### config.mk
export PLATFORM = sky130hd
export DESIGN_NAME = radix_integer_to_ascii_core_flat
export DESIGN_NICKNAME = d
export VERILOG_FILES = /design/src/hw/rtl/rita_pkg.sv /design/src/hw/rtl/rita_in_if.sv /design/src/hw/rtl/rita_out_if.sv /design/src/hw/rtl/rita_ram.sv /design/src/hw/rtl/rita_datapath.sv /design/src/hw/rtl/rita_ctrl.sv /design/src/hw/rtl/radix_integer_to_ascii_core.sv /design/src/flat_wrapper.sv
export SDC_FILE = /design/constraint.sdc
export NUM_CORES = 1
export LEC_CHECK = 0
export ABC_AREA = 1
export BUFFER_PORTS_ARGS = -buffer_cell sky130_fd_sc_hd__buf_2
export CAP_MARGIN = 20
export CORE_ASPECT_RATIO = 1.5
export CORE_MARGIN = 2
export CORE_UTILIZATION = 30
export DETAILED_ROUTE_END_ITERATION = 8
export PLACE_DENSITY = 0.41
export SLEW_MARGIN = 0
export SYNTH_ARGS = -nofsm -noshare
export SYNTH_HDL_FRONTEND = slang
export SYNTH_SLANG_ARGS = --single-unit
### constraint.sdc
create_clock -name i_clk -period 13.65 [get_ports i_clk]
set_input_delay 2.73 -clock i_clk [delete_from_list [all_inputs] [get_ports i_clk]]
set_output_delay 2.73 -clock i_clk [all_outputs]
set_load 0.02 [all_outputs]
### src/hw/rtl/rita_pkg.sv
// Shared types, constants and helpers for the radix integer-to-ASCII converter.
`timescale 1ns / 1ps
`default_nettype none

package rita_pkg;

    localparam int VALUE_W        = 32;
    localparam int VALUE_BITS_DEF = 32;
    localparam int RADIX_W        = 5;
    localparam int DIGIT_W        = 5;
    localparam int CHAR_W         = 8;
    localparam int DIV_BITS       = 4;

    localparam logic [RADIX_W-1:0] RADIX_MIN   = 5'd2;
    localparam logic [RADIX_W-1:0] RADIX_MAX   = 5'd26;
    localparam logic [RADIX_W-1:0] RADIX_RESET = 5'd10;

    localparam logic [CHAR_W-1:0] CHAR_ZERO = 8'h30;
    localparam logic [CHAR_W-1:0] CHAR_A    = 8'h41;
    localparam logic [CHAR_W-1:0] DIGIT_TEN = 8'd10;

    typedef struct packed {
        logic load;     // take a new value, clear counters
        logic div;      // DIV_BITS shift-subtract steps of the digit division
        logic put;      // store the remainder as the next digit
        logic rd_next;  // step the read position towards the least significant digit
        logic out_load; // capture a character into the output register
        logic out_err;  // capture the bad-radix result
    } t_cmd;

    typedef struct packed {
        logic radix_ok;
        logic step_last;
        logic more;
        logic rd_last;
    } t_sts;

    function automatic logic [CHAR_W-1:0] to_ascii(input logic [DIGIT_W-1:0] d);
        logic [CHAR_W-1:0] w;
        w = {{(CHAR_W-DIGIT_W){1'b0}}, d};
        if (d > DIGIT_W'(9)) begin
            return CHAR_W'(CHAR_A + w - DIGIT_TEN);
        end
        return CHAR_W'(CHAR_ZERO + w);
    endfunction

endpackage

`default_nettype wire

### src/hw/rtl/rita_in_if.sv
// Input channel: one value per beat.
`timescale 1ns / 1ps
`default_nettype none

interface rita_in_if;
    logic                            valid;
    logic                            ready;
    logic [rita_pkg::VALUE_W-1:0]    value;

    modport source (output valid, output value, input ready);
    modport sink   (input valid, input value, output ready);
endinterface

`default_nettype wire

### src/hw/rtl/rita_out_if.sv
// Output channel: one character per beat.
`timescale 1ns / 1ps
`default_nettype none

interface rita_out_if;
    logic                          valid;
    logic                          ready;
    logic [rita_pkg::CHAR_W-1:0]   digit_char;
    logic                          last_char;
    logic                          bad_radix;

    modport source (output valid, output digit_char, output last_char, output bad_radix,
                    input ready);
    modport sink   (input valid, input digit_char, input last_char, input bad_radix,
                    output ready);
endinterface

`default_nettype wire

### src/hw/rtl/rita_ram.sv
// Generic single-write, single-read RAM with registered read data.
`timescale 1ns / 1ps
`default_nettype none

module rita_ram #(
    parameter int WIDTH = 8,
    parameter int DEPTH = 32
) (
    input  wire logic                     i_clk,
    input  wire logic                     i_we,
    input  wire logic [$clog2(DEPTH)-1:0] i_waddr,
    input  wire logic [WIDTH-1:0]         i_wdata,
    input  wire logic [$clog2(DEPTH)-1:0] i_raddr,
    output      logic [WIDTH-1:0]         o_rdata
);

    logic [WIDTH-1:0] r_mem [DEPTH];
    logic [WIDTH-1:0] r_rdata;

    always_ff @(posedge i_clk) begin
        if (i_we) begin
            r_mem[i_waddr] <= i_wdata;
        end
        r_rdata <= r_mem[i_raddr];
    end

    assign o_rdata = r_rdata;

endmodule

`default_nettype wire

### src/hw/rtl/rita_datapath.sv
// Datapath: radix register, shift-subtract divider, digit store and output register.
`timescale 1ns / 1ps
`default_nettype none

module rita_datapath #(
    parameter int VALUE_BITS = rita_pkg::VALUE_BITS_DEF
) (
    input  wire logic                              i_clk,
    input  wire logic                              i_rst_n,
    input  wire logic                              i_cfg_we,
    input  wire logic [rita_pkg::RADIX_W-1:0]      i_cfg_wdata,
    input  wire logic [rita_pkg::VALUE_W-1:0]      i_value,
    input  wire rita_pkg::t_cmd                    i_cmd,
    output      rita_pkg::t_sts                    o_sts,
    output      logic [rita_pkg::CHAR_W-1:0]       o_digit_char,
    output      logic                              o_last_char,
    output      logic                              o_bad_radix
);

    localparam int DB    = rita_pkg::DIV_BITS;
    localparam int QW    = ((VALUE_BITS + DB - 1) / DB) * DB;
    localparam int NSTEP = QW / DB;
    localparam int SW    = (NSTEP > 1) ? $clog2(NSTEP) : 1;
    localparam int AW    = $clog2(VALUE_BITS);
    localparam int CW    = $clog2(VALUE_BITS + 1);
    localparam int TAKE  = (VALUE_BITS < rita_pkg::VALUE_W) ? VALUE_BITS : rita_pkg::VALUE_W;
    localparam int RW    = rita_pkg::RADIX_W;

    logic [RW-1:0]                 r_radix;
    logic [QW-1:0]                 r_quot, n_quot;
    logic [RW-1:0]                 r_rem, n_rem;
    logic [SW-1:0]                 r_step;
    logic [CW-1:0]                 r_count;
    logic [CW-1:0]                 r_rd;
    logic [rita_pkg::CHAR_W-1:0]   r_char;
    logic                          r_last;
    logic                          r_bad;
    logic [rita_pkg::DIGIT_W-1:0]  w_rdata;

    // Configuration register
    always_ff @(posedge i_clk) begin
        if (!i_rst_n) begin
            r_radix <= rita_pkg::RADIX_RESET;
        end else if (i_cfg_we) begin
            r_radix <= i_cfg_wdata;
        end
    end

    // DB restoring-division steps; the remainder never exceeds the radix
    always_comb begin
        logic [RW:0] t;
        logic        qb;
        n_quot = r_quot;
        n_rem  = r_rem;
        for (int b = 0; b < DB; b++) begin
            t = {n_rem, n_quot[QW-1]};
            if (t >= {1'b0, r_radix}) begin
                n_rem = RW'(t - {1'b0, r_radix});
                qb    = 1'b1;
            end else begin
                n_rem = t[RW-1:0];
                qb    = 1'b0;
            end
            n_quot = {n_quot[QW-2:0], qb};
        end
    end

    always_ff @(posedge i_clk) begin
        if (!i_rst_n) begin
            r_quot  <= '0;
            r_rem   <= '0;
            r_step  <= '0;
            r_count <= '0;
            r_rd    <= '0;
        end else begin
            if (i_cmd.load) begin
                r_quot  <= QW'(i_value[TAKE-1:0]);
                r_rem   <= '0;
                r_step  <= '0;
                r_count <= '0;
            end else if (i_cmd.div) begin
                r_quot <= n_quot;
                r_rem  <= n_rem;
                r_step <= SW'(r_step + 1'b1);
            end else if (i_cmd.put) begin
                r_rem   <= '0;
                r_step  <= '0;
                r_count <= CW'(r_count + 1'b1);
                r_rd    <= r_count;
            end
            if (i_cmd.rd_next) begin
                r_rd <= CW'(r_rd - 1'b1);
            end
        end
    end

    rita_ram #(
        .WIDTH (rita_pkg::DIGIT_W),
        .DEPTH (VALUE_BITS)
    ) u_store (
        .i_clk   (i_clk),
        .i_we    (i_cmd.put),
        .i_waddr (r_count[AW-1:0]),
        .i_wdata (r_rem),
        .i_raddr (r_rd[AW-1:0]),
        .o_rdata (w_rdata)
    );

    // Output register holds its beat until the controller loads the next one
    always_ff @(posedge i_clk) begin
        if (i_cmd.out_err) begin
            r_char <= '0;
            r_last <= 1'b1;
            r_bad  <= 1'b1;
        end else if (i_cmd.out_load) begin
            r_char <= rita_pkg::to_ascii(w_rdata);
            r_last <= (r_rd == '0);
            r_bad  <= 1'b0;
        end
    end

    assign o_sts.radix_ok  = (r_radix >= rita_pkg::RADIX_MIN) &&
                             (r_radix <= rita_pkg::RADIX_MAX);
    assign o_sts.step_last = (r_step == SW'(NSTEP - 1));
    assign o_sts.more      = (r_quot != '0) &&
                             ({1'b0, r_count} + 1'b1 < (CW + 1)'(VALUE_BITS));
    assign o_sts.rd_last   = (r_rd == '0);

    assign o_digit_char = r_char;
    assign o_last_char  = r_last;
    assign o_bad_radix  = r_bad;

endmodule

`default_nettype wire

### src/hw/rtl/rita_ctrl.sv
// Controller: sequences division, digit storage and character output.
`timescale 1ns / 1ps
`default_nettype none

module rita_ctrl (
    input  wire logic           i_clk,
    input  wire logic           i_rst_n,
    input  wire logic           i_in_valid,
    output      logic           o_in_ready,
    output      logic           o_out_valid,
    input  wire logic           i_out_ready,
    input  wire rita_pkg::t_sts i_sts,
    output      rita_pkg::t_cmd o_cmd
);

    typedef enum logic [2:0] {
        ST_IDLE,
        ST_DIV,
        ST_PUT,
        ST_RD,
        ST_LD,
        ST_SEND
    } t_state;

    t_state r_state, n_state;

    always_comb begin
        n_state = r_state;
        o_cmd   = '0;
        case (r_state)
            ST_IDLE: begin
                if (i_in_valid) begin
                    o_cmd.load = 1'b1;
                    if (i_sts.radix_ok) begin
                        n_state = ST_DIV;
                    end else begin
                        o_cmd.out_err = 1'b1;
                        n_state       = ST_SEND;
                    end
                end
            end
            ST_DIV: begin
                o_cmd.div = 1'b1;
                if (i_sts.step_last) begin
                    n_state = ST_PUT;
                end
            end
            ST_PUT: begin
                o_cmd.put = 1'b1;
                n_state   = i_sts.more ? ST_DIV : ST_RD;
            end
            ST_RD: begin
                n_state = ST_LD;
            end
            ST_LD: begin
                o_cmd.out_load = 1'b1;
                n_state        = ST_SEND;
            end
            ST_SEND: begin
                if (i_out_ready) begin
                    if (i_sts.rd_last) begin
                        n_state = ST_IDLE;
                    end else begin
                        o_cmd.rd_next = 1'b1;
                        n_state       = ST_RD;
                    end
                end
            end
            default: begin
                n_state = ST_IDLE;
            end
        endcase
    end

    always_ff @(posedge i_clk) begin
        if (!i_rst_n) begin
            r_state <= ST_IDLE;
        end else begin
            r_state <= n_state;
        end
    end

    assign o_in_ready  = (r_state == ST_IDLE);
    assign o_out_valid = (r_state == ST_SEND);

endmodule

`default_nettype wire

### src/hw/rtl/radix_integer_to_ascii_core.sv
// Top level of the radix integer-to-ASCII converter.
// Each digit is found by 4-bit division steps over all VALUE_BITS (rounded up to whole
//   4-bit steps) and then stored; each character beat then goes through store read and output.
// One value at a time: the next value is taken only after its last character is sent, and the
//   rate is set by the 4-bit-per-cycle divider and the single store read port.
// A bad radix offers its single beat the cycle after the value is taken.
// Reset (synchronous, active low) returns the controller to idle and the radix to 10.
`timescale 1ns / 1ps
`default_nettype none

module radix_integer_to_ascii_core #(
    parameter int VALUE_BITS = rita_pkg::VALUE_BITS_DEF
) (
    input  wire logic                          i_clk,
    input  wire logic                          i_rst_n,
    input  wire logic                          i_cfg_we,
    input  wire logic [rita_pkg::RADIX_W-1:0]  i_cfg_wdata,
    rita_in_if.sink                            i_in,
    rita_out_if.source                         o_out
);

    // Command and status between the controller and the datapath
    rita_pkg::t_cmd w_cmd;
    rita_pkg::t_sts w_sts;

    // Controller: accepts a beat only when idle, and presents each character as one beat
    rita_ctrl u_ctrl (
        .i_clk       (i_clk),
        .i_rst_n     (i_rst_n),
        .i_in_valid  (i_in.valid),
        .o_in_ready  (i_in.ready),
        .o_out_valid (o_out.valid),
        .i_out_ready (o_out.ready),
        .i_sts       (w_sts),
        .o_cmd       (w_cmd)
    );

    // Datapath: divides by the radix, stores digits least significant first,
    // then reads them back from the most significant end
    rita_datapath #(
        .VALUE_BITS (VALUE_BITS)
    ) u_dp (
        .i_clk        (i_clk),
        .i_rst_n      (i_rst_n),
        .i_cfg_we     (i_cfg_we),
        .i_cfg_wdata  (i_cfg_wdata),
        .i_value      (i_in.value),
        .i_cmd        (w_cmd),
        .o_sts        (w_sts),
        .o_digit_char (o_out.digit_char),
        .o_last_char  (o_out.last_char),
        .o_bad_radix  (o_out.bad_radix)
    );

endmodule

`default_nettype wire
### src/flat_wrapper.sv
// flat-port wrapper written by rule: the top's interface ports become plain ports
module radix_integer_to_ascii_core_flat 
#(
    parameter int VALUE_BITS = rita_pkg::VALUE_BITS_DEF
)
  (i_clk, i_rst_n, i_cfg_we, i_cfg_wdata, i_in_valid, i_in_value, i_in_ready, o_out_valid, o_out_digit_char, o_out_last_char, o_out_bad_radix, o_out_ready);
  rita_in_if i_in_i ();
  rita_out_if o_out_i ();
  input  wire logic i_clk;
  input  wire logic i_rst_n;
  input  wire logic i_cfg_we;
  input  wire logic [rita_pkg::RADIX_W-1:0] i_cfg_wdata;
  input wire logic [$bits(i_in_i.valid)-1:0] i_in_valid;
  input wire logic [$bits(i_in_i.value)-1:0] i_in_value;
  output wire logic [$bits(i_in_i.ready)-1:0] i_in_ready;
  output wire logic [$bits(o_out_i.valid)-1:0] o_out_valid;
  output wire logic [$bits(o_out_i.digit_char)-1:0] o_out_digit_char;
  output wire logic [$bits(o_out_i.last_char)-1:0] o_out_last_char;
  output wire logic [$bits(o_out_i.bad_radix)-1:0] o_out_bad_radix;
  input wire logic [$bits(o_out_i.ready)-1:0] o_out_ready;
  assign i_in_i.valid = i_in_valid;
  assign i_in_i.value = i_in_value;
  assign i_in_ready = i_in_i.ready;
  assign o_out_valid = o_out_i.valid;
  assign o_out_digit_char = o_out_i.digit_char;
  assign o_out_last_char = o_out_i.last_char;
  assign o_out_bad_radix = o_out_i.bad_radix;
  assign o_out_i.ready = o_out_ready;
  radix_integer_to_ascii_core #(.VALUE_BITS(VALUE_BITS)) u_core (.i_clk(i_clk), .i_rst_n(i_rst_n), .i_cfg_we(i_cfg_we), .i_cfg_wdata(i_cfg_wdata), .i_in(i_in_i), .o_out(o_out_i));
endmodule
==> impl_summary.log, run 1 <==
INFO  metric run_status = finished clean
INFO  metric crit_path_max_incr_delay = 510 ps
INFO  metric detail-route-antenna-nets = 0
INFO  metric count_of_unresolved_drc_violations_after_routing = 0
INFO  metric wl = 31.91 mm
INFO  metric regToRegSetupSlack = 7250 ps
INFO  metric post_route_cells_drive_above_1_share = 11.80%
INFO  metric synthesis.nets = 1194
INFO  metric cts_hold_repair.buffers = 0
INFO  metric min-delay-path-class = reg2reg
INFO  metric final.setup.tns = 0 ps
INFO  metric filler_cell_count = 3658
INFO  metric timing.critical_path.required = 14040 ps
INFO  metric arrival_time_of_data_at_the_critical_path_endpoint = 6800 ps
INFO  metric design.final.nets = 1235
INFO  metric grt_first_pass_wirelength = 49.02 mm
INFO  metric synth_simple_gate_area_share = 18.18%
INFO  metric ys_warn_count = 0
INFO  metric relSlewSlack = 28.13%
INFO  metric final-setup-viol-count = 0
INFO  metric postSynth.topFlopCell = sky130_fd_sc_hd__edfxtp_1
INFO  metric maxSlewViolCount = 0
INFO  metric setup.worst_path.end_class = flop
INFO  metric compound_gate_fraction_of_synth_area = 13.25%
INFO  metric area.growth.synth_to_final = 15.44%
INFO  metric period_minus_slack = 6404 ps
INFO  metric synth_top_family_by_area = simple AND/OR/NAND/NOR gates
INFO  metric count_of_mapped_cells_out_of_synthesis = 1118
INFO  metric die_area = 37490 µm²
INFO  metric clock_skew = 20.72 ps
INFO  metric dr_vias = 8144
INFO  metric netlist-cell-type-count = 45
INFO  metric criticalPathCategory = reg2reg
INFO  metric period_share = 46.92%
INFO  metric worstSetupEndpoint = u_core.u_dp.r_rem[2]$_SDFFE_PP0P_
INFO  metric die_x = 158.8 µm
INFO  metric synth_area = 10780 µm²
INFO  metric gpl.final_weighted_congestion = 0.8216
INFO  metric drt-wirelength-per-cell = 19.27 µm
INFO  metric reg2reg_launch_point = u_core.u_dp.r_radix[1]$_SDFFE_PN1P_
INFO  metric synth.area.top_cells = sky130_fd_sc_hd__edfxtp_1 45%, sky130_fd_sc_hd__dfxtp_1 14%, sky130_fd_sc_hd__nand2_1 7.5%, sky130_fd_sc_hd__nor2_1 5.5%, sky130_fd_sc_hd__o21ai_0 5.0%
INFO  metric rows = 85
INFO  metric cts-buffers-inserted = 25
INFO  metric finish.instance_area = 12440 µm²
INFO  metric via_per_inst = 4.918
INFO  metric cp_slowest_cell = sky130_fd_sc_hd__fa_1
INFO  metric htree_num_levels = 1
INFO  metric post-synth-top-area-fraction = 44.58%
INFO  metric setup.worst_path.start_class = flop
INFO  metric drtPass1Iterations = 6
INFO  metric grtUsageTotal = 17.00%
INFO  metric fin_hold_ws = 456.3 ps
INFO  metric drv_cap = 0
INFO  metric synth_enable_flop_cells = 160
INFO  metric synth-seq-area-share = 58.32%
INFO  metric grt_max_degree = 58
INFO  metric worst_pin_slew = 1070 ps
INFO  metric asyncSetResetFlopFracSynth = 0%
INFO  metric initial_core_util = 30.25%
INFO  metric r2r_end = u_core.u_dp.r_rem[2]$_SDFFE_PP0P_
INFO  metric r2r_cells = 37
INFO  metric initial_antenna_violation_count = 0
INFO  metric cts_tree = done
INFO  metric clkSlewWorstSetupHoldPaths = 70 ps
INFO  metric clk_latency = 540 ps
INFO  metric cts_max_path_buffers = 3
INFO  metric clock_tree.root_cell = sky130_fd_sc_hd__clkbuf_16
INFO  metric irDropWorstVdd = 0.09574 mV
INFO  metric crit_path_start = u_core.u_dp.r_radix[1]$_SDFFE_PN1P_
INFO  metric rsz0062_at_grt = false
INFO  metric cts_repair_resize_count = 0
INFO  metric yosys_register_bits = 234
INFO  metric grt_pass1_vias = 8382
INFO  metric postCtsSetupRepairBufs = 0
INFO  metric final-hold-violation-count = 0
INFO  metric postSynthAreaPerCell = 9.640 µm²
INFO  metric grt_remaining_overflow = 0
INFO  metric initialDrtViolationCount = 333
INFO  metric clkSinkCount = 234
INFO  metric dieHeight = 236.1 µm
INFO  metric i_o_pins = 54
INFO  metric insertedDiodeCount = 0
INFO  metric critPathMaxFanout = 6
INFO  metric power_per_cell_area = 189.7 nW/µm²
INFO  metric synth_adder_area_share = 4.226%
INFO  metric timing.critical_path.mode_cell = sky130_fd_sc_hd__nand2_1
INFO  metric synthXorXnorAreaFrac = 1.056%
INFO  metric dpl-instance-area = 11540 µm²
INFO  metric synth_top_cell_by_area = sky130_fd_sc_hd__edfxtp_1
INFO  metric dpl.hpwl = 21.35 mm
INFO  metric fmax = 156.1 MHz
INFO  metric fp.coreArea = 35630 µm²
INFO  metric portBuffers = 52
INFO  metric leakage = 4.559 nW
INFO  metric post_synth_mux_area_share = 0%
## worst min-delay path by stage
stage | from | endpoint | slack [ps] | depth (start not counted)
6_report | u_core.u_dp.o_bad_radix$_SDFFE_PP1P_ | u_core.u_dp.o_bad_radix$_SDFFE_PP1P_ | 460 | 2
4_1_cts | u_core.u_dp.o_bad_radix$_SDFFE_PP1P_ | u_core.u_dp.o_bad_radix$_SDFFE_PP1P_ | 460 | 2
3_5_place_dp | u_core.u_dp.o_bad_radix$_SDFFE_PP1P_ | u_core.u_dp.o_bad_radix$_SDFFE_PP1P_ | 450 | 2
5_1_grt | u_core.u_dp.o_bad_radix$_SDFFE_PP1P_ | u_core.u_dp.o_bad_radix$_SDFFE_PP1P_ | 490 | 2
3_3_place_gp | u_core.u_dp.o_bad_radix$_SDFFE_PP1P_ | u_core.u_dp.o_bad_radix$_SDFFE_PP1P_ | 440 | 2
2_1_floorplan | u_core.u_dp.r_step[1]$_SDFFE_PP0P_ | u_core.u_dp.r_step[1]$_SDFFE_PP0P_ | 440 | 2
## state kept, by name, summed over array words and instances (netlist names), 3 cells and up
signal                       flops
u_core.u_ctrl.r_state            3
u_core.u_dp.r_rd                 6
u_core.u_dp.r_radix              5
u_core.u_dp.u_store.o_rdata      5
u_core.u_dp.r_rem                5
u_core.u_dp.r_quot              32
u_core.u_dp.o_digit_char         7
u_core.u_dp.u_store.r_mem      160
u_core.u_dp.r_step               3
u_core.u_dp.r_count              6
## Yosys cell counts, types with 2 or more instances
library cell	count
sky130_fd_sc_hd__nand2_1	215
sky130_fd_sc_hd__edfxtp_1	160
sky130_fd_sc_hd__nor2_1	159
sky130_fd_sc_hd__o21ai_0	108
sky130_fd_sc_hd__inv_1	76
sky130_fd_sc_hd__dfxtp_1	74
sky130_fd_sc_hd__clkbuf_1	46
sky130_fd_sc_hd__nand3_1	41
sky130_fd_sc_hd__a31oi_1	40
sky130_fd_sc_hd__a21oi_1	34
sky130_fd_sc_hd__ha_1	30
sky130_fd_sc_hd__o221ai_1	30
sky130_fd_sc_hd__o22ai_1	11
sky130_fd_sc_hd__nor4_1	8
sky130_fd_sc_hd__xor2_1	8
sky130_fd_sc_hd__nor3_1	7
sky130_fd_sc_hd__nand4_1	6
sky130_fd_sc_hd__a32oi_1	5
sky130_fd_sc_hd__buf_2	5
sky130_fd_sc_hd__o211ai_1	5
sky130_fd_sc_hd__xnor2_1	5
sky130_fd_sc_hd__fa_1	4
sky130_fd_sc_hd__inv_2	4
sky130_fd_sc_hd__nor2_2	4
sky130_fd_sc_hd__nand2_2	3
sky130_fd_sc_hd__nand2_4	3
sky130_fd_sc_hd__nand3_4	3
sky130_fd_sc_hd__buf_6	2
sky130_fd_sc_hd__nand3_2	2
sky130_fd_sc_hd__nand3b_1	2
sky130_fd_sc_hd__nor3_2	2
sky130_fd_sc_hd__or2_0	2
sky130_fd_sc_hd__or2_2	2
## final cells by class
| type | instances | area (µm²) | area share, % |
|---|---|---|---|
| clock buffer | 35 | 755.7 | 6.074 |
| clock inverter | 11 | 145.1 | 1.167 |
| inverter | 81 | 304.0 | 2.444 |
| multi-input combinational | 749 | 3971 | 31.92 |
| sequential | 234 | 6287 | 50.53 |
| tap | 478 | 598.1 | 4.807 |
| timing repair buffer | 68 | 380.4 | 3.057 |
## where the power goes
part,leakage [nW],internal [W],total [W],switching (W)
clock network,0.441,0.000445,0.000738,0.000292
logic,2.04,0.000278,0.000786,0.000508
registers,2.08,0.000806,0.000836,0.0000301
## kinds of logic after synthesis
family,count (synthesis)
and+or+nand+nor,461
AOI/OAI and AO/OA,240
DFF,234
buffers and inverters,135
adders and majority gates,34
xor gates and xnor gates,13
other,1
## worst max-delay path, delay by kind of cell, from the launching register on
| kind | cells | cell delay, ps |
|---|---|---|
| AND/OR/NAND/NOR | 20 | 2230 |
| adder cells (fa/ha/maj) | 4 | 1480 |
| AO/OA/AOI/OAI | 6 | 1430 |
| buffers and inverters | 7 | 620 |
| flip-flops | 1 | 490 |
## per-stage QoR
stage               utilization [%]  setup slack, ps  instances  total power (W)
finish                        34.92             7246       1656         0.002360
global route                  34.92             6595       1656         0.002502
CTS                           34.92             7253       1656         0.002387
detailed placement            32.39             7277       1610         0.001642
global placement              32.39             7472       1610         0.001638
floorplan                         -             8068       1118         0.001444
## cell usage in the layout, fill, tap and decap left out, types with 4 or more instances in the layout
| master | Yosys | routed |
|---|---|---|
| sky130_fd_sc_hd__nand2_1 | 215 | 215 |
| sky130_fd_sc_hd__edfxtp_1 | 160 | 160 |
| sky130_fd_sc_hd__nor2_1 | 159 | 157 |
| sky130_fd_sc_hd__o21ai_0 | 108 | 108 |
| sky130_fd_sc_hd__inv_1 | 76 | 75 |
| sky130_fd_sc_hd__dfxtp_1 | 74 | 73 |
| sky130_fd_sc_hd__buf_2 | 5 | 52 |
| sky130_fd_sc_hd__nand3_1 | 41 | 41 |
| sky130_fd_sc_hd__a31oi_1 | 40 | 40 |
| sky130_fd_sc_hd__a21oi_1 | 34 | 34 |
| sky130_fd_sc_hd__o221ai_1 | 30 | 30 |
| sky130_fd_sc_hd__ha_1 | 30 | 30 |
| sky130_fd_sc_hd__clkbuf_16 | 0 | 27 |
| sky130_fd_sc_hd__buf_4 | 1 | 16 |
| sky130_fd_sc_hd__o22ai_1 | 11 | 11 |
| sky130_fd_sc_hd__xor2_1 | 8 | 8 |
| sky130_fd_sc_hd__nor4_1 | 8 | 8 |
| sky130_fd_sc_hd__nor3_1 | 7 | 7 |
| sky130_fd_sc_hd__nor2_2 | 4 | 6 |
| sky130_fd_sc_hd__nand4_1 | 6 | 6 |
| sky130_fd_sc_hd__inv_2 | 4 | 5 |
| sky130_fd_sc_hd__xnor2_1 | 5 | 5 |
| sky130_fd_sc_hd__o211ai_1 | 5 | 5 |
| sky130_fd_sc_hd__a32oi_1 | 5 | 5 |
| sky130_fd_sc_hd__clkbuf_8 | 0 | 5 |
| sky130_fd_sc_hd__fa_1 | 4 | 4 |
| sky130_fd_sc_hd__clkinv_2 | 0 | 4 |
## routing by layer
layer | share of wire (%) | global-route usage, %
met4 | 3.8 | 7.478
met2 | 54 | 32.71
met3 | 3.2 | 1.917
met5 | 0 | 0
met1 | 39 | 18.62
No activity file was read; power rests on OpenSTA's default activity.
==> run 2: changes to the inputs <==
PLACE_DENSITY = 0.42   (was 0.41)
clock period = 5.65 ns   (was 13.65 ns; I/O delays follow)
==> impl_summary.log, run 2 (same netlist as run 1, synthesis figures left out) <==
INFO  metric die_x = 158.8 µm (unchanged)
INFO  metric critPathMaxFanout = 7 (was 6)
INFO  metric cts_tree = done (unchanged)
INFO  metric final-setup-viol-count = 0 (unchanged)
INFO  metric design.final.nets = 1252 (was 1235)
INFO  metric reg2reg_launch_point = u_core.u_dp.r_quot[31]$_SDFFE_PN0P_ (was u_core.u_dp.r_radix[1]$_SDFFE_PN1P_)
INFO  metric setup.worst_path.end_class = flop (unchanged)
INFO  metric finalWorstSetupSlack = 478.4 ps (was 7246 ps)
INFO  metric initialDrtViolationCount = 400 (was 333)
INFO  metric regToRegSetupSlack = 480 ps (was 7250 ps)
INFO  metric post_route_cells_drive_above_1_share = 13.82% (was 11.80%)
INFO  metric grt_pass1_vias = 8342 (was 8382)
INFO  metric dr_vias = 8151 (was 8144)
INFO  metric grt_first_pass_wirelength = 48.36 mm (was 49.02 mm)
INFO  metric timing.critical_path.mode_cell = sky130_fd_sc_hd__nand2_1 (unchanged)
INFO  metric dpl.hpwl = 21.39 mm (was 21.35 mm)
INFO  metric rows = 85 (unchanged)
INFO  metric fmax = 193.4 MHz (was 156.1 MHz)
INFO  metric path_delay_family = adder cells (was simple AND/OR/NAND/NOR gates)
INFO  metric criticalPathCategory = reg2reg (unchanged)
INFO  metric r2r_cells = 39 (was 37)
INFO  metric fp.coreArea = 35630 µm² (unchanged)
INFO  metric fin_hold_ws = 449.8 ps (was 456.3 ps)
INFO  metric grtUsageTotal = 16.68% (was 17.00%)
INFO  metric clkSlewWorstSetupHoldPaths = 60 ps (was 70 ps)
INFO  metric number_of_flip_flops_in_the_largest_register = 160 (unchanged)
INFO  metric via_per_inst = 4.875 (was 4.918)
INFO  metric i_o_pins = 54 (unchanged)
INFO  metric clk_latency = 540 ps (about the same)
INFO  metric timing.critical_path.required = 6040 ps (was 14040 ps)
INFO  metric maxSlewViolCount = 0 (unchanged)
INFO  metric setup.worst_path.start_class = flop (unchanged)
INFO  metric detail-route-antenna-nets = 0 (unchanged)
INFO  metric startpoint_of_the_worst_hold_path = u_core.u_dp.o_bad_radix$_SDFFE_PP1P_ (unchanged)
INFO  metric worstSetupEndpoint = u_core.u_dp.r_rem[3]$_SDFFE_PP0P_ (was u_core.u_dp.r_rem[2]$_SDFFE_PP0P_)
INFO  metric initial_antenna_violation_count = 1 (was 0)
INFO  metric grt_remaining_overflow = 0 (unchanged)
INFO  metric irDropWorstVdd = 0.4345 mV (was 0.09574 mV)
INFO  metric initial_core_util = 30.25% (unchanged)
INFO  metric post-route-util = 35.21% (was 34.92%)
INFO  metric finish.instance_area = 12540 µm² (was 12440 µm²)
INFO  metric max_flop_register = u_core.u_dp.u_store.r_mem (unchanged)
INFO  metric clock_skew = 16.51 ps (was 20.72 ps)
INFO  metric dieHeight = 236.1 µm (unchanged)
INFO  metric postCtsSetupRepairBufs = 0 (unchanged)
INFO  metric power.total = 0.005711 W (was 0.002360 W)
INFO  metric worst_pin_slew = 1062 ps (was 1070 ps)
INFO  metric leakage = 4.590 nW (was 4.559 nW)
INFO  metric cp_slowest_cell = sky130_fd_sc_hd__fa_1 (unchanged)
INFO  metric die_area = 37490 µm² (unchanged)
INFO  metric portBuffers = 52 (unchanged)
INFO  metric cts_hold_repair.buffers = 0 (unchanged)
INFO  metric drv_cap = 0 (unchanged)
INFO  metric crit_path_max_incr_delay = 370 ps (was 510 ps)
INFO  metric power_per_cell_area = 455.2 nW/µm² (was 189.7 nW/µm²)
INFO  metric relSlewSlack = 28.65% (was 28.13%)
INFO  metric arrival_time_of_data_at_the_critical_path_endpoint = 5560 ps (was 6800 ps)
INFO  metric grt_max_degree = 82 (was 58)
INFO  metric layout_common_cells = 212 x sky130_fd_sc_hd__nand2_1, 160 x sky130_fd_sc_hd__edfxtp_1, 156 x sky130_fd_sc_hd__nor2_1, 104 x sky130_fd_sc_hd__o21ai_0 (was 215 x sky130_fd_sc_hd__nand2_1, 160 x sky130_fd_sc_hd__edfxtp_1, 157 x sky130_fd_sc_hd__nor2_1, 108 x sky130_fd_sc_hd__o21ai_0, 75 x sky130_fd_sc_hd__inv_1)
INFO  metric cts-buffers-inserted = 24 (was 25)
INFO  metric min-delay-path-class = reg2reg (unchanged)
INFO  metric run_status = finished clean (unchanged)
INFO  metric clkSinkCount = 234 (unchanged)
INFO  metric gpl.final_weighted_congestion = 0.8369 (was 0.8216)
INFO  metric most_common_cell_after_layout_fill_and_taps_aside = sky130_fd_sc_hd__nand2_1 (unchanged)
INFO  metric r2r_end = u_core.u_dp.r_rem[3]$_SDFFE_PP0P_ (was u_core.u_dp.r_rem[2]$_SDFFE_PP0P_)
INFO  metric period_share = 91.53% (was 46.92%)
INFO  metric crit_path_start = u_core.u_dp.r_quot[31]$_SDFFE_PN0P_ (was u_core.u_dp.r_radix[1]$_SDFFE_PN1P_)
INFO  metric critPathBufInv = 10 (was 7)
INFO  metric clock_tree.root_cell = sky130_fd_sc_hd__clkbuf_16 (unchanged)
INFO  metric place_worst_setup_slack = -12.89 ps (was 7277 ps)
INFO  metric rsz0062_at_grt = false (unchanged)
INFO  metric htree_num_levels = 1 (unchanged)
INFO  metric dpl-instance-area = 11700 µm² (was 11540 µm²)
INFO  metric drt-wirelength-per-cell = 18.86 µm (was 19.27 µm)
INFO  metric area.growth.synth_to_final = 16.39% (was 15.44%)
INFO  metric cts_max_path_buffers = 3 (unchanged)
INFO  metric drtPass1Iterations = 6 (unchanged)
INFO  metric period_minus_slack = 5172 ps (was 6404 ps)
INFO  metric final-hold-violation-count = 0 (unchanged)
INFO  metric cp.depth = 39 (was 37)
INFO  metric insertedDiodeCount = 0 (unchanged)
INFO  metric wl = 31.54 mm (was 31.91 mm)
INFO  metric count_of_unresolved_drc_violations_after_routing = 0 (unchanged)
run 2: cell count changes in the layout (fill, tap and decap cells not counted), sizes merged:
cell      change
buf          +18
bufinv        -2
clkinv        +4
clkinvlp      -2
inv           -2
run 2: routing by layer:
layer	track usage, %	up-vias	wire length (µm)
met5	0	-	11
met4	6.505	2	1028
met3	1.811	47	1018
met2	32.82	154	17540
met1	18.03	3927	11940
li1	-	4021	-
run 2: how the worst min path moves through the flow:
stage	end	slack (ps)	cells past startpoint
finish	u_core.u_dp.o_bad_radix$_SDFFE_PP1P_	450	2
global route	u_core.u_dp.o_bad_radix$_SDFFE_PP1P_	490	2
CTS	u_core.u_dp.o_bad_radix$_SDFFE_PP1P_	460	2
detailed placement	u_core.u_dp.o_bad_radix$_SDFFE_PP1P_	440	2
global placement	u_core.u_dp.o_bad_radix$_SDFFE_PP1P_	440	2
floorplan	u_core.u_dp.r_step[1]$_SDFFE_PP0P_	440	2
run 2: report_power, final:
group / total (W) / switching (W) / internal [W] / leakage [nW]
sequential: 0.00201 / 0.0000662 / 0.00195 / 2.08
clock: 0.00155 / 0.000673 / 0.000877 / 0.367
combinational: 0.00215 / 0.00134 / 0.000811 / 2.14
total: 0.00571 / 0.00208 / 0.00364 / 4.59
run 2: area by class of cell:
cell class | instances | area [µm²]
tap | 478 | 598.1
inverter | 81 | 304.0
timing repair buffer | 86 | 535.5
clock inverter | 9 | 81.33
fill | 3682 | 23080
sequential | 234 | 6287
clock buffer | 35 | 673.1
multi-input combinational | 749 | 4065
run 2: repair_timing:
item	CTS	global route
resized for setup	1	24
setup endpoints to repair	4	6
pin swaps	0	3
run 2: tightest hold or removal path, cell delays in order (launching register included):
cell and delay [ps]:
sky130_fd_sc_hd__dfxtp_1 310, sky130_fd_sc_hd__nand2_1 60, sky130_fd_sc_hd__nand2_1 50
run 2: per-stage QoR:
step | std cells | setup TNS [ps]
finish | 1672 | 0
global route | 1672 | 0
CTS | 1672 | 0
detailed placement | 1628 | -43.43
global placement | 1627 | 0
floorplan | 1118 | 0
==> run 3: changes to the inputs <==
PLACE_DENSITY = 0.54   (was 0.42)
==> impl_summary.log, run 3 (same netlist as run 1, synthesis figures left out) <==
INFO  metric max_flop_register = u_core.u_dp.u_store.r_mem (unchanged)
INFO  metric leakage = 4.554 nW (was 4.590 nW)
INFO  metric cts_max_path_buffers = 3 (unchanged)
INFO  metric power_per_cell_area = 457.2 nW/µm² (was 455.2 nW/µm²)
INFO  metric design.final.nets = 1249 (was 1252)
INFO  metric switching_share = 36.33% (was 36.35%)
INFO  metric clock_skew = 19.42 ps (was 16.51 ps)
INFO  metric timing.critical_path.mode_cell = sky130_fd_sc_hd__nand2_1 (unchanged)
INFO  metric r2r_cells = 41 (was 39)
INFO  metric htree_num_levels = 1 (unchanged)
INFO  metric final-hold-violation-count = 0 (unchanged)
INFO  metric fp.coreArea = 35630 µm² (unchanged)
INFO  metric cts_tree = done (unchanged)
INFO  metric wl = 29.25 mm (was 31.54 mm)
INFO  metric timing.critical_path.required = 6050 ps (was 6040 ps)
INFO  metric insertedDiodeCount = 0 (unchanged)
INFO  metric area.growth.synth_to_final = 16.17% (was 16.39%)
INFO  metric critPathMaxFanout = 9 (was 7)
INFO  metric power_report.internal_total = 0.003645 W (was 0.003635 W)
INFO  metric die_x = 158.8 µm (unchanged)
INFO  metric crit_path_start = u_core.u_dp.r_quot[31]$_SDFFE_PN0P_ (unchanged)
INFO  metric post_route_cells_drive_above_1_share = 13.88% (was 13.82%)
INFO  metric share_comb_of_total_power = 37.9% (was 37.6%)
INFO  metric crit_path_max_incr_delay = 420 ps (was 370 ps)
INFO  metric cp_slowest_cell = sky130_fd_sc_hd__fa_1 (unchanged)
INFO  metric initial_antenna_violation_count = 0 (was 1)
INFO  metric initial_core_util = 30.25% (unchanged)
INFO  metric min_delay_path_depth = 2 (unchanged)
INFO  metric portBuffers = 52 (unchanged)
INFO  metric period_minus_slack = 5272 ps (was 5172 ps)
INFO  metric arrival_time_of_data_at_the_critical_path_endpoint = 5670 ps (was 5560 ps)
INFO  metric grtUsageTotal = 15.42% (was 16.68%)
INFO  metric layout_common_cells = 215 x sky130_fd_sc_hd__nand2_1, 160 x sky130_fd_sc_hd__edfxtp_1, 156 x sky130_fd_sc_hd__nor2_1, 103 x sky130_fd_sc_hd__o21ai_0, 74 x sky130_fd_sc_hd__inv_1 (was 212 x sky130_fd_sc_hd__nand2_1, 160 x sky130_fd_sc_hd__edfxtp_1, 156 x sky130_fd_sc_hd__nor2_1, 104 x sky130_fd_sc_hd__o21ai_0)
INFO  metric rows = 85 (unchanged)
INFO  metric clkSinkCount = 234 (unchanged)
INFO  metric seqCellArea = 6287 µm² (unchanged)
INFO  metric via_per_inst = 4.984 (was 4.875)
INFO  metric relSlewSlack = 28.00% (was 28.65%)
INFO  metric most_common_cell_after_layout_fill_and_taps_aside = sky130_fd_sc_hd__nand2_1 (unchanged)
INFO  metric run_status = finished clean (unchanged)
INFO  metric fin_hold_ws = 447.3 ps (was 449.8 ps)
INFO  metric clock_tree.root_cell = sky130_fd_sc_hd__clkbuf_16 (unchanged)
INFO  metric startpoint_of_the_worst_hold_path = u_core.u_dp.o_bad_radix$_SDFFE_PP1P_ (unchanged)
INFO  metric count_of_unresolved_drc_violations_after_routing = 0 (unchanged)
INFO  metric final-setup-viol-count = 0 (unchanged)
INFO  metric die_area = 37490 µm² (unchanged)
INFO  metric p_seq_share = 35.1% (was 35.3%)
INFO  metric grt_remaining_overflow = 0 (unchanged)
INFO  metric grt_pass1_vias = 8393 (was 8342)
INFO  metric worst_pin_slew = 1072 ps (was 1062 ps)
INFO  metric dieHeight = 236.1 µm (unchanged)
INFO  metric filler_cell_count = 3599 (was 3682)
INFO  metric i_o_pins = 54 (unchanged)
INFO  metric min-delay-path-class = reg2reg (unchanged)
INFO  metric reg2reg_launch_point = u_core.u_dp.r_quot[31]$_SDFFE_PN0P_ (unchanged)
INFO  metric maxSlewViolCount = 0 (unchanged)
INFO  metric period_share = 93.32% (was 91.53%)
INFO  metric setup.worst_path.start_class = flop (unchanged)
INFO  metric grt_first_pass_wirelength = 46.04 mm (was 48.36 mm)
INFO  metric dpl.hpwl = 19.84 mm (was 21.39 mm)
INFO  metric gpl.final_weighted_congestion = 0.8795 (was 0.8369)
INFO  metric net-switching-power = 0.002080 W (was 0.002076 W)
INFO  metric initialDrtViolationCount = 495 (was 400)
INFO  metric drt-wirelength-per-cell = 17.55 µm (was 18.86 µm)
INFO  metric drv_cap = 0 (unchanged)
INFO  metric finalWorstSetupSlack = 377.7 ps (was 478.4 ps)
INFO  metric setup.worst_path.end_class = flop (unchanged)
INFO  metric clk_latency = 530 ps (was 540 ps)
INFO  metric criticalPathCategory = reg2reg (unchanged)
INFO  metric detail-route-antenna-nets = 0 (unchanged)
INFO  metric dr_vias = 8308 (was 8151)
INFO  metric clkSlewWorstSetupHoldPaths = 70 ps (was 60 ps)
INFO  metric number_of_flip_flops_in_the_largest_register = 160 (unchanged)
INFO  metric fmax = 189.7 MHz (was 193.4 MHz)
INFO  metric grt_max_degree = 82 (unchanged)
INFO  metric irDropWorstVdd = 0.3479 mV (was 0.4345 mV)
INFO  metric cts-buffers-inserted = 24 (unchanged)
INFO  metric multi_input_combinational_cell_area = 4070 µm² (was 4065 µm²)
INFO  metric drtPass1Iterations = 5 (was 6)
INFO  metric place_worst_setup_slack = 43.34 ps (was -12.89 ps)
INFO  metric clockPowerShare = 26.9% (was 27.1%)
==> run 3: cell types whose count changed in the layout (fill, tap and decap cells not counted), moves of 2 or more <==
cell                         before  now
sky130_fd_sc_hd__nand2_2          6    3
sky130_fd_sc_hd__ha_1            27   25
sky130_fd_sc_hd__inv_6            0    3
sky130_fd_sc_hd__clkbuf_1         9    2
sky130_fd_sc_hd__nand2_1        212  215
sky130_fd_sc_hd__buf_4           33   31
sky130_fd_sc_hd__clkinvlp_4       0    5
sky130_fd_sc_hd__clkinv_2         3    1
sky130_fd_sc_hd__o21ai_1          1    3
sky130_fd_sc_hd__o21ai_2          4    2
==> run 3: layout make-up <==
cell class,count,area share [%]
clock buffer,28,5.256
clock inverter,14,0.8794
inverter,81,2.428
multi-input combinational,749,32.51
sequential,234,50.21
tap,478,4.777
timing repair buffer,83,3.937
==> run 3: timing repair <==
action | 4_1_cts | 5_1_grt
setup buffers | 0 | 1
resized for setup | 0 | 23
endpoints found under the setup margin | 0 | 6
hold buffers | 0 | 0
==> run 3: worst max-delay path: cells and delay by family (launching register included) <==
| family | cells | cell delay (ps) |
|---|---|---|
| AOI/OAI and AO/OA | 5 | 630 |
| and+or+nand+nor | 21 | 1990 |
| DFF | 1 | 310 |
| buffers and inverters | 10 | 850 |
| adders and majority gates | 5 | 1370 |
==> run 3: per-stage QoR <==
step	instance area [µm²]	setup TNS, ps	total power [W]	util (%)	instances
floorplan	10780	0	0.003489	-	1118
global placement	11650	0	0.004005	32.69	1624
detailed placement	11650	0	0.004017	32.69	1624
CTS	12410	0	0.005564	34.84	1666
global route	12520	-48.58	0.006072	35.14	1667
finish	12520	0	0.005725	35.14	1667
==> run 3: layer usage <==
metal	wire length [µm]	GRT usage, %	part of all wire [%]	vias up
met5	0	0	0	-
met4	1219	7.173	4.2	0
met3	1025	1.618	3.5	60
met2	15540	29.44	53	183
met1	11470	17.01	39	4052
li1	-	-	-	4013
==> run 3: power groups by stage <==
stage | Clock [W] | Combinational, W | Sequential, W
after floorplan | 0 | 0.00140 | 0.00209
after global placement | 0 | 0.00196 | 0.00205
after detailed placement | 0 | 0.00197 | 0.00205
after CTS | 0.00158 | 0.00198 | 0.00201
after global routing | 0.00163 | 0.00242 | 0.00202
final | 0.00154 | 0.00217 | 0.00201
==> run 3: worst paths after layout <==
kind | to | slack, ps
setup / recovery | u_core.u_dp.r_rem[2]$_SDFFE_PP0P_ | 380
hold / removal | u_core.u_dp.o_bad_radix$_SDFFE_PP1P_ | 450
setup reg to reg | u_core.u_dp.r_rem[2]$_SDFFE_PP0P_ | 380
hold reg to reg | u_core.u_dp.o_bad_radix$_SDFFE_PP1P_ | 450
